--- src/sv/atab_pkg.sv ---
package atab_pkg;

  localparam int unsigned BLOCK_W       = 28;
  localparam int unsigned BYTE_W        = 8;
  localparam int unsigned SPT_W         = 6;
  localparam int unsigned HEADS_W       = 5;
  localparam int unsigned HEAD_W        = 4;
  localparam int unsigned CYL_W         = 16;
  localparam int unsigned CFG_IDX_W     = 2;
  localparam int unsigned CFG_DATA_W    = 16;
  localparam int unsigned DIV_STEP_BITS = 4;

  localparam logic [BYTE_W-1:0]  DH_LBA     = 8'hE0;
  localparam logic [BYTE_W-1:0]  DH_CHS     = 8'hA0;
  localparam logic [HEADS_W-1:0] HEADS_MAX  = 5'd16;

  localparam logic [SPT_W-1:0]   SPT_RESET  = 6'd63;
  localparam logic [HEADS_W-1:0] HEADS_RESET = 5'd16;
  localparam logic [CYL_W-1:0]   CYL_RESET  = 16'd16383;

  localparam logic [CFG_IDX_W-1:0] REG_LBA_MODE  = 2'd0;
  localparam logic [CFG_IDX_W-1:0] REG_SPT       = 2'd1;
  localparam logic [CFG_IDX_W-1:0] REG_HEADS     = 2'd2;
  localparam logic [CFG_IDX_W-1:0] REG_CYLINDERS = 2'd3;

endpackage

--- src/sv/atab_div_pipe.sv ---
module atab_div_pipe
  import atab_pkg::*;
#(
  parameter int unsigned DIVISOR_W = 6,
  parameter int unsigned SIDE_W    = 45
) (
  input  logic                 clk_i,
  input  logic                 rst_ni,
  input  logic                 in_valid_i,
  output logic                 in_ready_o,
  input  logic [BLOCK_W-1:0]   dividend_i,
  input  logic [DIVISOR_W-1:0] divisor_i,
  input  logic [SIDE_W-1:0]    side_i,
  output logic                 out_valid_o,
  input  logic                 out_ready_i,
  output logic [BLOCK_W-1:0]   quot_o,
  output logic [DIVISOR_W-1:0] rem_o,
  output logic [SIDE_W-1:0]    side_o
);

  localparam int unsigned NSTAGE = (BLOCK_W + DIV_STEP_BITS - 1) / DIV_STEP_BITS;

  // restoring division, DIV_STEP_BITS quotient bits per stage;
  // work shifts the dividend out at the top and the quotient in at the bottom
  function automatic logic [DIVISOR_W+BLOCK_W-1:0] div_step(
    input logic [DIVISOR_W-1:0] rem,
    input logic [BLOCK_W-1:0]   work,
    input logic [DIVISOR_W-1:0] dsr,
    input int unsigned          first_bit
  );
    logic [DIVISOR_W:0]   ext;
    logic [DIVISOR_W-1:0] r;
    logic [BLOCK_W-1:0]   w;
    r = rem;
    w = work;
    for (int unsigned j = 0; j < DIV_STEP_BITS; j++) begin
      if (first_bit + j < BLOCK_W) begin
        ext = {r, w[BLOCK_W-1]};
        w   = {w[BLOCK_W-2:0], 1'b0};
        if (ext >= {1'b0, dsr}) begin
          r    = DIVISOR_W'(ext - {1'b0, dsr});
          w[0] = 1'b1;
        end else begin
          r = ext[DIVISOR_W-1:0];
        end
      end
    end
    return {r, w};
  endfunction

  logic [NSTAGE-1:0]    vld_q;
  logic [NSTAGE:0]      stg_ready;
  logic [DIVISOR_W-1:0] rem_q  [NSTAGE];
  logic [BLOCK_W-1:0]   work_q [NSTAGE];
  logic [SIDE_W-1:0]    side_q [NSTAGE];

  assign stg_ready[NSTAGE] = out_ready_i;

  for (genvar k = 0; k < NSTAGE; k++) begin : g_stage
    logic                 vld_in;
    logic [DIVISOR_W-1:0] rem_in;
    logic [BLOCK_W-1:0]   work_in;
    logic [SIDE_W-1:0]    side_in;
    logic [DIVISOR_W-1:0] rem_d;
    logic [BLOCK_W-1:0]   work_d;

    if (k == 0) begin : g_first
      assign vld_in  = in_valid_i;
      assign rem_in  = '0;
      assign work_in = dividend_i;
      assign side_in = side_i;
    end else begin : g_next
      assign vld_in  = vld_q[k-1];
      assign rem_in  = rem_q[k-1];
      assign work_in = work_q[k-1];
      assign side_in = side_q[k-1];
    end

    assign stg_ready[k] = !vld_q[k] || stg_ready[k+1];

    always_comb begin
      {rem_d, work_d} = div_step(rem_in, work_in, divisor_i, k * DIV_STEP_BITS);
    end

    always_ff @(posedge clk_i or negedge rst_ni) begin
      if (!rst_ni) begin
        vld_q[k] <= 1'b0;
      end else if (stg_ready[k]) begin
        vld_q[k] <= vld_in;
      end
    end

    always_ff @(posedge clk_i) begin
      if (stg_ready[k] && vld_in) begin
        rem_q[k]  <= rem_d;
        work_q[k] <= work_d;
        side_q[k] <= side_in;
      end
    end
  end

  assign in_ready_o  = stg_ready[0];
  assign out_valid_o = vld_q[NSTAGE-1];
  assign quot_o      = work_q[NSTAGE-1];
  assign rem_o       = rem_q[NSTAGE-1];
  assign side_o      = side_q[NSTAGE-1];

endmodule

--- src/sv/ata_task_file_address_builder_top.sv ---
// ATA task-file builder: one item per cycle while back-pressure does not stall it. Two
// seven-stage divider pipelines (four quotient bits a stage) give block / sectors_per_track
// and then track / heads; a final output register forms the task-file bytes and the
// cylinder range check. Every stage moves on its own when the next one is free, so
// bubbles close up and back-pressure stalls nothing that need not stall. Geometry and
// mode are read directly by the pipeline and must be written only while it is empty.
module ata_task_file_address_builder_top
  import atab_pkg::*;
(
  input  logic                  clk_i,
  input  logic                  rst_ni,
  input  logic                  cfg_we_i,
  input  logic [CFG_IDX_W-1:0]  cfg_idx_i,
  input  logic [CFG_DATA_W-1:0] cfg_data_i,
  input  logic                  in_valid_i,
  output logic                  in_ready_o,
  input  logic                  unit_i,
  input  logic [BLOCK_W-1:0]    block_i,
  input  logic [BYTE_W-1:0]     sector_count_i,
  input  logic [BYTE_W-1:0]     command_code_i,
  output logic                  out_valid_o,
  input  logic                  out_ready_i,
  output logic [BYTE_W-1:0]     drive_head_o,
  output logic [BYTE_W-1:0]     cylinder_high_o,
  output logic [BYTE_W-1:0]     cylinder_low_o,
  output logic [BYTE_W-1:0]     sector_number_o,
  output logic [BYTE_W-1:0]     count_out_o,
  output logic [BYTE_W-1:0]     command_out_o,
  output logic                  range_error_o
);

  localparam int unsigned SIDE1_W = 1 + BLOCK_W + 2 * BYTE_W;
  localparam int unsigned SIDE2_W = SIDE1_W + SPT_W;

  logic               lba_mode_q;
  logic [SPT_W-1:0]   spt_q;
  logic [HEADS_W-1:0] heads_q;
  logic [CYL_W-1:0]   cyl_q;

  always_ff @(posedge clk_i or negedge rst_ni) begin
    if (!rst_ni) begin
      lba_mode_q <= 1'b1;
      spt_q      <= SPT_RESET;
      heads_q    <= HEADS_RESET;
      cyl_q      <= CYL_RESET;
    end else if (cfg_we_i) begin
      unique case (cfg_idx_i)
        REG_LBA_MODE:  lba_mode_q <= cfg_data_i[0];
        REG_SPT:       spt_q      <= cfg_data_i[SPT_W-1:0];
        REG_HEADS:     heads_q    <= cfg_data_i[HEADS_W-1:0];
        REG_CYLINDERS: cyl_q      <= cfg_data_i[CYL_W-1:0];
        default: ;
      endcase
    end
  end

  // effective geometry: zero reads as one, heads capped at sixteen
  logic [SPT_W-1:0]   spt_eff;
  logic [HEADS_W-1:0] nh_eff;

  assign spt_eff = (spt_q == '0) ? SPT_W'(1) : spt_q;
  always_comb begin
    if (heads_q == '0) begin
      nh_eff = HEADS_W'(1);
    end else if (heads_q > HEADS_MAX) begin
      nh_eff = HEADS_MAX;
    end else begin
      nh_eff = heads_q;
    end
  end

  // stage 1: block / spt
  logic                 d1_valid, d1_ready;
  logic [BLOCK_W-1:0]   track;
  logic [SPT_W-1:0]     sec0;
  logic [SIDE1_W-1:0]   side1;

  atab_div_pipe #(
    .DIVISOR_W (SPT_W),
    .SIDE_W    (SIDE1_W)
  ) u_div_spt (
    .clk_i       (clk_i),
    .rst_ni      (rst_ni),
    .in_valid_i  (in_valid_i),
    .in_ready_o  (in_ready_o),
    .dividend_i  (block_i),
    .divisor_i   (spt_eff),
    .side_i      ({unit_i, block_i, sector_count_i, command_code_i}),
    .out_valid_o (d1_valid),
    .out_ready_i (d1_ready),
    .quot_o      (track),
    .rem_o       (sec0),
    .side_o      (side1)
  );

  // stage 2: track / heads
  logic                 d2_valid;
  logic                 out_load;
  logic [BLOCK_W-1:0]   cyl_full;
  logic [HEADS_W-1:0]   head_full;
  logic [SIDE2_W-1:0]   side2;

  atab_div_pipe #(
    .DIVISOR_W (HEADS_W),
    .SIDE_W    (SIDE2_W)
  ) u_div_heads (
    .clk_i       (clk_i),
    .rst_ni      (rst_ni),
    .in_valid_i  (d1_valid),
    .in_ready_o  (d1_ready),
    .dividend_i  (track),
    .divisor_i   (nh_eff),
    .side_i      ({side1, sec0}),
    .out_valid_o (d2_valid),
    .out_ready_i (out_load),
    .quot_o      (cyl_full),
    .rem_o       (head_full),
    .side_o      (side2)
  );

  logic               r_unit;
  logic [BLOCK_W-1:0] r_block;
  logic [BYTE_W-1:0]  r_cnt;
  logic [BYTE_W-1:0]  r_cmd;
  logic [SPT_W-1:0]   r_sec;

  assign {r_unit, r_block, r_cnt, r_cmd, r_sec} = side2;

  // output register
  logic              out_vld_q;
  logic [BYTE_W-1:0] dh_d, ch_d, cl_d, sn_d;
  logic              err_d;
  logic [BYTE_W-1:0] dh_q, ch_q, cl_q, sn_q, cnt_q, cmd_q;
  logic              err_q;

  assign out_load = !out_vld_q || out_ready_i;

  always_comb begin
    if (lba_mode_q) begin
      dh_d  = DH_LBA | {3'b000, r_unit, r_block[BLOCK_W-1 -: HEAD_W]};
      ch_d  = r_block[23:16];
      cl_d  = r_block[15:8];
      sn_d  = r_block[7:0];
      err_d = 1'b0;
    end else begin
      dh_d  = DH_CHS | {3'b000, r_unit, head_full[HEAD_W-1:0]};
      ch_d  = cyl_full[15:8];
      cl_d  = cyl_full[7:0];
      sn_d  = BYTE_W'({2'b00, r_sec} + BYTE_W'(1));
      err_d = (cyl_full >= {{(BLOCK_W-CYL_W){1'b0}}, cyl_q});
    end
  end

  always_ff @(posedge clk_i or negedge rst_ni) begin
    if (!rst_ni) begin
      out_vld_q <= 1'b0;
    end else if (out_load) begin
      out_vld_q <= d2_valid;
    end
  end

  always_ff @(posedge clk_i) begin
    if (out_load && d2_valid) begin
      dh_q  <= dh_d;
      ch_q  <= ch_d;
      cl_q  <= cl_d;
      sn_q  <= sn_d;
      cnt_q <= r_cnt;
      cmd_q <= r_cmd;
      err_q <= err_d;
    end
  end

  assign out_valid_o     = out_vld_q;
  assign drive_head_o    = dh_q;
  assign cylinder_high_o = ch_q;
  assign cylinder_low_o  = cl_q;
  assign sector_number_o = sn_q;
  assign count_out_o     = cnt_q;
  assign command_out_o   = cmd_q;
  assign range_error_o   = err_q;

`ifndef SYNTHESIS
  a_lba_no_err : assert property (@(posedge clk_i) disable iff (!rst_ni)
    out_valid_o && lba_mode_q |-> !range_error_o)
    else $error("range error raised in LBA mode");

  a_dh_fixed_bits : assert property (@(posedge clk_i) disable iff (!rst_ni)
    out_valid_o |-> drive_head_o[7] && drive_head_o[5])
    else $error("drive/head fixed bits missing");

  a_chs_sector : assert property (@(posedge clk_i) disable iff (!rst_ni)
    out_valid_o && !lba_mode_q |->
      sector_number_o != '0 && sector_number_o <= {2'b00, spt_eff})
    else $error("CHS sector outside track");

  a_chs_head : assert property (@(posedge clk_i) disable iff (!rst_ni)
    out_valid_o && !lba_mode_q |-> {1'b0, drive_head_o[3:0]} < nh_eff)
    else $error("CHS head outside geometry");
`endif

endmodule
--- config.mk ---
export PLATFORM = sky130hd
export DESIGN_NAME = ata_task_file_address_builder_top
export DESIGN_NICKNAME = d
export VERILOG_FILES = /design/src/sv/atab_pkg.sv /design/src/sv/atab_div_pipe.sv /design/src/sv/ata_task_file_address_builder_top.sv
export SDC_FILE = /design/constraint.sdc
export NUM_CORES = 1
export LEC_CHECK = 0
export ABC_AREA = 1
export BUFFER_PORTS_ARGS = -buffer_cell sky130_fd_sc_hd__buf_4
export CAP_MARGIN = 20
export CELL_PAD_IN_SITES_DETAIL_PLACEMENT = 1
export CELL_PAD_IN_SITES_GLOBAL_PLACEMENT = 1
export CORE_ASPECT_RATIO = 1.4
export CORE_MARGIN = 10
export CORE_UTILIZATION = 42
export CTS_BUF_LIST = sky130_fd_sc_hd__clkbuf_4
export CTS_CLUSTER_SIZE = 25
export DETAILED_ROUTE_END_ITERATION = 12
export HOLD_SLACK_MARGIN = 0.15
export PLACE_DENSITY = 0.67
export SLEW_MARGIN = 20
export SYNTH_ARGS = -nofsm -noshare
export SYNTH_HDL_FRONTEND = slang
export SYNTH_SLANG_ARGS = --single-unit
--- constraint.sdc ---
create_clock -name clk_i -period 9.5 [get_ports clk_i]
set_input_delay 2.85 -clock clk_i [delete_from_list [all_inputs] [get_ports clk_i]]
set_output_delay 2.85 -clock clk_i [all_outputs]
set_load 0.01 [all_outputs]
==> metrics <==
status=complete, no violations; # setup viols final=0; Slew @ Worst Pin=~1.1 ns; DRC viols=0; Clk Latency, worst-skew pair=between 1 and 1.5 ns; critical path required time=between 6 and 7 ns; site row count=around 150; DRT Pass-1 Iters=5; post-route ant nets=0; CORE AREA=123000 um^2; RSZ-0062 raised after global routing=no; HPWL Detailed=82500 um; Worst setup EP type=output pin; Max-Cap Viols=0; worst-path cell chain=buf_4 > nor2_2 > nand3_1 > nor2_1 > inv_2 > nor2_4 > nand4_2 > nor2_2 > nand4_2 > nor2_1 > nand3_1 > buf_4; layout cells sized above 1=0.169; post-synthesis sequential area ratio=0.659; final worst-path cycle share=0.874; total routed wirelength=approximately 120000 um; final hold violations=0; Rel. slew slack=0.296; syn avg cell area=around 13 um^2; Sinks on Clock Net=roughly 1100; DRT iter0 DRCs=approximately 1300; count leader, synth=edfxtp_1; Post-CTS Setup Inserts=0; Initial Util=0.423; CP Launch Type=input port; EDFF count, synth=1103; Die Ht=436 um; synth warn=0; final hold slack=0.318 ns; Congestion Overflow GR=0; Placed Cells=a little under 6000; Ports=119; Hold Path Class=register to register; Clock Skews=between 0.1 and 0.15 ns; area grow syn2layout=13.0%; Critical Path AT=5.46 ns; Fillers=~13000; post-cts gate resize count=0; critical path class=input port to output pin; top post-synthesis cells by count=1103 x edfxtp_1, 907 x nand2_1, 440 x inv_1; H-tree depth=5; Die X=about 320 um; largest net degree at the start of global routing=85; Reg clk slew, reported paths=~0.060 ns; Routed wire per std cell=around 18 um; critical path fanouts, max=4; global-route wire length before repair=about 180000 um; Clock Tree Buf Depth=4; number of CTS-inserted buffers=between 200 and 300; root buf cell=clkbuf_4; vias in the first global route=34600; Post-synth top flop=edfxtp_1; Tmin final=approximately 8.3 ns; via count=~31000; CP max stage delay=0.34 ns; NumNets Final=4942; fin. max-slew vios=0; Netlist cell types=63; Mapped Cells=a little over 4000; synthesized flop and latch total=1146; TNS Setup=0 ns; largest cells by area after synthesis=edfxtp_1 64%, ha_1 7.7%, nand2_1 6.6%; Layout Cells excl Fill=between 6000 and 7000; largest area contributor in the netlist=edfxtp_1; initial antenna violation count=4; RePlAce Congestion=0.815; CTS Hold Bufs=0; Via density=roughly 5; Synth top area share=0.638; port buffer count=116; ys async rst share=0.0375; CTS tree=yes; Synth Cell Area=slightly above 50000 um^2; Finished Core Util=0.478; Slowest cell on crit path=nand3_1; Peak Freq=around 120 MHz; total track usage=0.168; die area=138000 um^2
==> cell families after synthesis <==
group                    Yosys count  share of synthesized area
multiplexers                       1                   0.000217
AND/OR/NAND/NOR                 1528                      0.138
flip-flops                      1146                      0.659
buffers and inverters            468                     0.0343
other                              1                  0.0000722
XOR/XNOR                         155                     0.0261
AO/OA/AOI/OAI                    395                     0.0447
adder cells (fa/ha/maj)          372                     0.0974
==> critical path, delay by kind of cell <==
| family | cells | cell delay, ns |
|---|---|---|
| buffers and inverters | 3 | 0.48 |
| and+or+nand+nor | 9 | 2.10 |
==> per-layer routing <==
| layer | up-vias | global-route usage | part of all wire |
|---|---|---|---|
| li1 | 15400 | - | - |
| met3 | 210 | 0.0327 | 0.040 |
| met2 | 521 | 0.315 | 0.54 |
| met1 | 15400 | 0.185 | 0.39 |
| met4 | 0 | 0.0609 | 0.024 |
| met5 | - | 0 | 0 |
==> per-stage QoR <==
stage,instance area [um^2],setup WS (ns)
3_5_place_dp,55100,0.569
3_3_place_gp,55100,0.769
2_1_floorplan,51900,1.57
5_1_grt,58700,0.900
6_report,58700,1.19
4_1_cts,58700,1.22
==> state kept, by name (all words and copies together) (netlist names) <==
name	cells
u_div_heads.g_stage.vld_in	6
u_div_heads.side_q	357
out_valid_o	1
count_out_o	8
range_error_o	1
u_div_spt.rem_q	42
u_div_heads.rem_q	34
u_div_heads.out_valid_o	1
u_div_heads.work_q	196
drive_head_o	6
u_div_spt.out_valid_o	1
lba_mode_q	1
cyl_q	16
cylinder_low_o	8
command_out_o	8
cylinder_high_o	8
sector_number_o	8
u_div_spt.g_stage.vld_in	6
heads_q	5
u_div_spt.side_q	237
u_div_spt.work_q	190
spt_q	6
==> worst paths after layout <==
| check | startpoint | endpoint | slack (ns) | depth (start not counted) |
|---|---|---|---|---|
| max | out_ready_i | in_ready_o | 1.19 | 12 |
| max reg2reg | spt_q[2]$_DFFE_PN1P_ | u_div_spt.rem_q[1][0]$_DFFE_PP_ | 1.60 | 37 |
| min reg2reg | u_div_spt.side_q[1][9]$_DFFE_PP_ | u_div_spt.side_q[2][9]$_DFFE_PP_ | 0.32 | 0 |
| min in group asynchronous | rst_ni | u_div_heads.g_stage[6].vld_in$_DFFE_PN0P_ | 1.70 | 1 |
| max in group asynchronous | rst_ni | heads_q[0]$_DFFE_PN0P_ | 7.28 | 1 |
| min | u_div_spt.side_q[1][9]$_DFFE_PP_ | u_div_spt.side_q[2][9]$_DFFE_PP_ | 0.32 | 0 |
==> placed cells by master, fill, tap and decap left out, drive strengths merged, types with 2 or more instances in the layout <==
| master | netlist | layout |
|---|---|---|
| nor4 | 3 | 3 |
| and2 | 5 | 5 |
| a21boi | 18 | 18 |
| diode | 0 | 4 |
| o211ai | 5 | 5 |
| a211o | 2 | 2 |
| xnor2 | 45 | 45 |
| clkinv | 1 | 68 |
| a21oi | 158 | 158 |
| nor2 | 137 | 137 |
| fa | 54 | 54 |
| clkbuf | 10 | 430 |
| xor2 | 110 | 110 |
| nand3 | 304 | 304 |
| nand2 | 940 | 940 |
| a221o | 2 | 2 |
| inv | 449 | 448 |
| bufinv | 0 | 2 |
| nand2b | 2 | 2 |
| a211oi | 8 | 8 |
| ha | 318 | 318 |
| or2 | 13 | 13 |
| a21o | 11 | 11 |
| buf | 8 | 155 |
| edfxtp | 1103 | 1103 |
| dfrtp | 21 | 21 |
| o31ai | 2 | 2 |
| nor3 | 11 | 11 |
| a31oi | 16 | 16 |
| dfstp | 22 | 22 |
| a41oi | 2 | 2 |
| o21ai | 147 | 147 |
| nand4 | 91 | 91 |
| conb | 1 | 2 |
| nand3b | 21 | 21 |
| o21a | 11 | 11 |
| o21bai | 11 | 11 |
==> layout make-up <==
class / count / area [um^2] / share of cell area
multi-input combinational: 2453 / 16000 / 0.272
tap: 1617 / 2020 / 0.0345
inverter: 450 / 1690 / 0.0289
timing repair buffer: 155 / 1180 / 0.0202
antenna: 4 / 10.0 / 0.000171
clock inverter: 69 / 325 / 0.00554
clock buffer: 430 / 3230 / 0.0550
sequential: 1146 / 34200 / 0.583
Power is not shown: default switching activity piles up to over one toggle a cycle in this logic, so the estimate is an artifact.
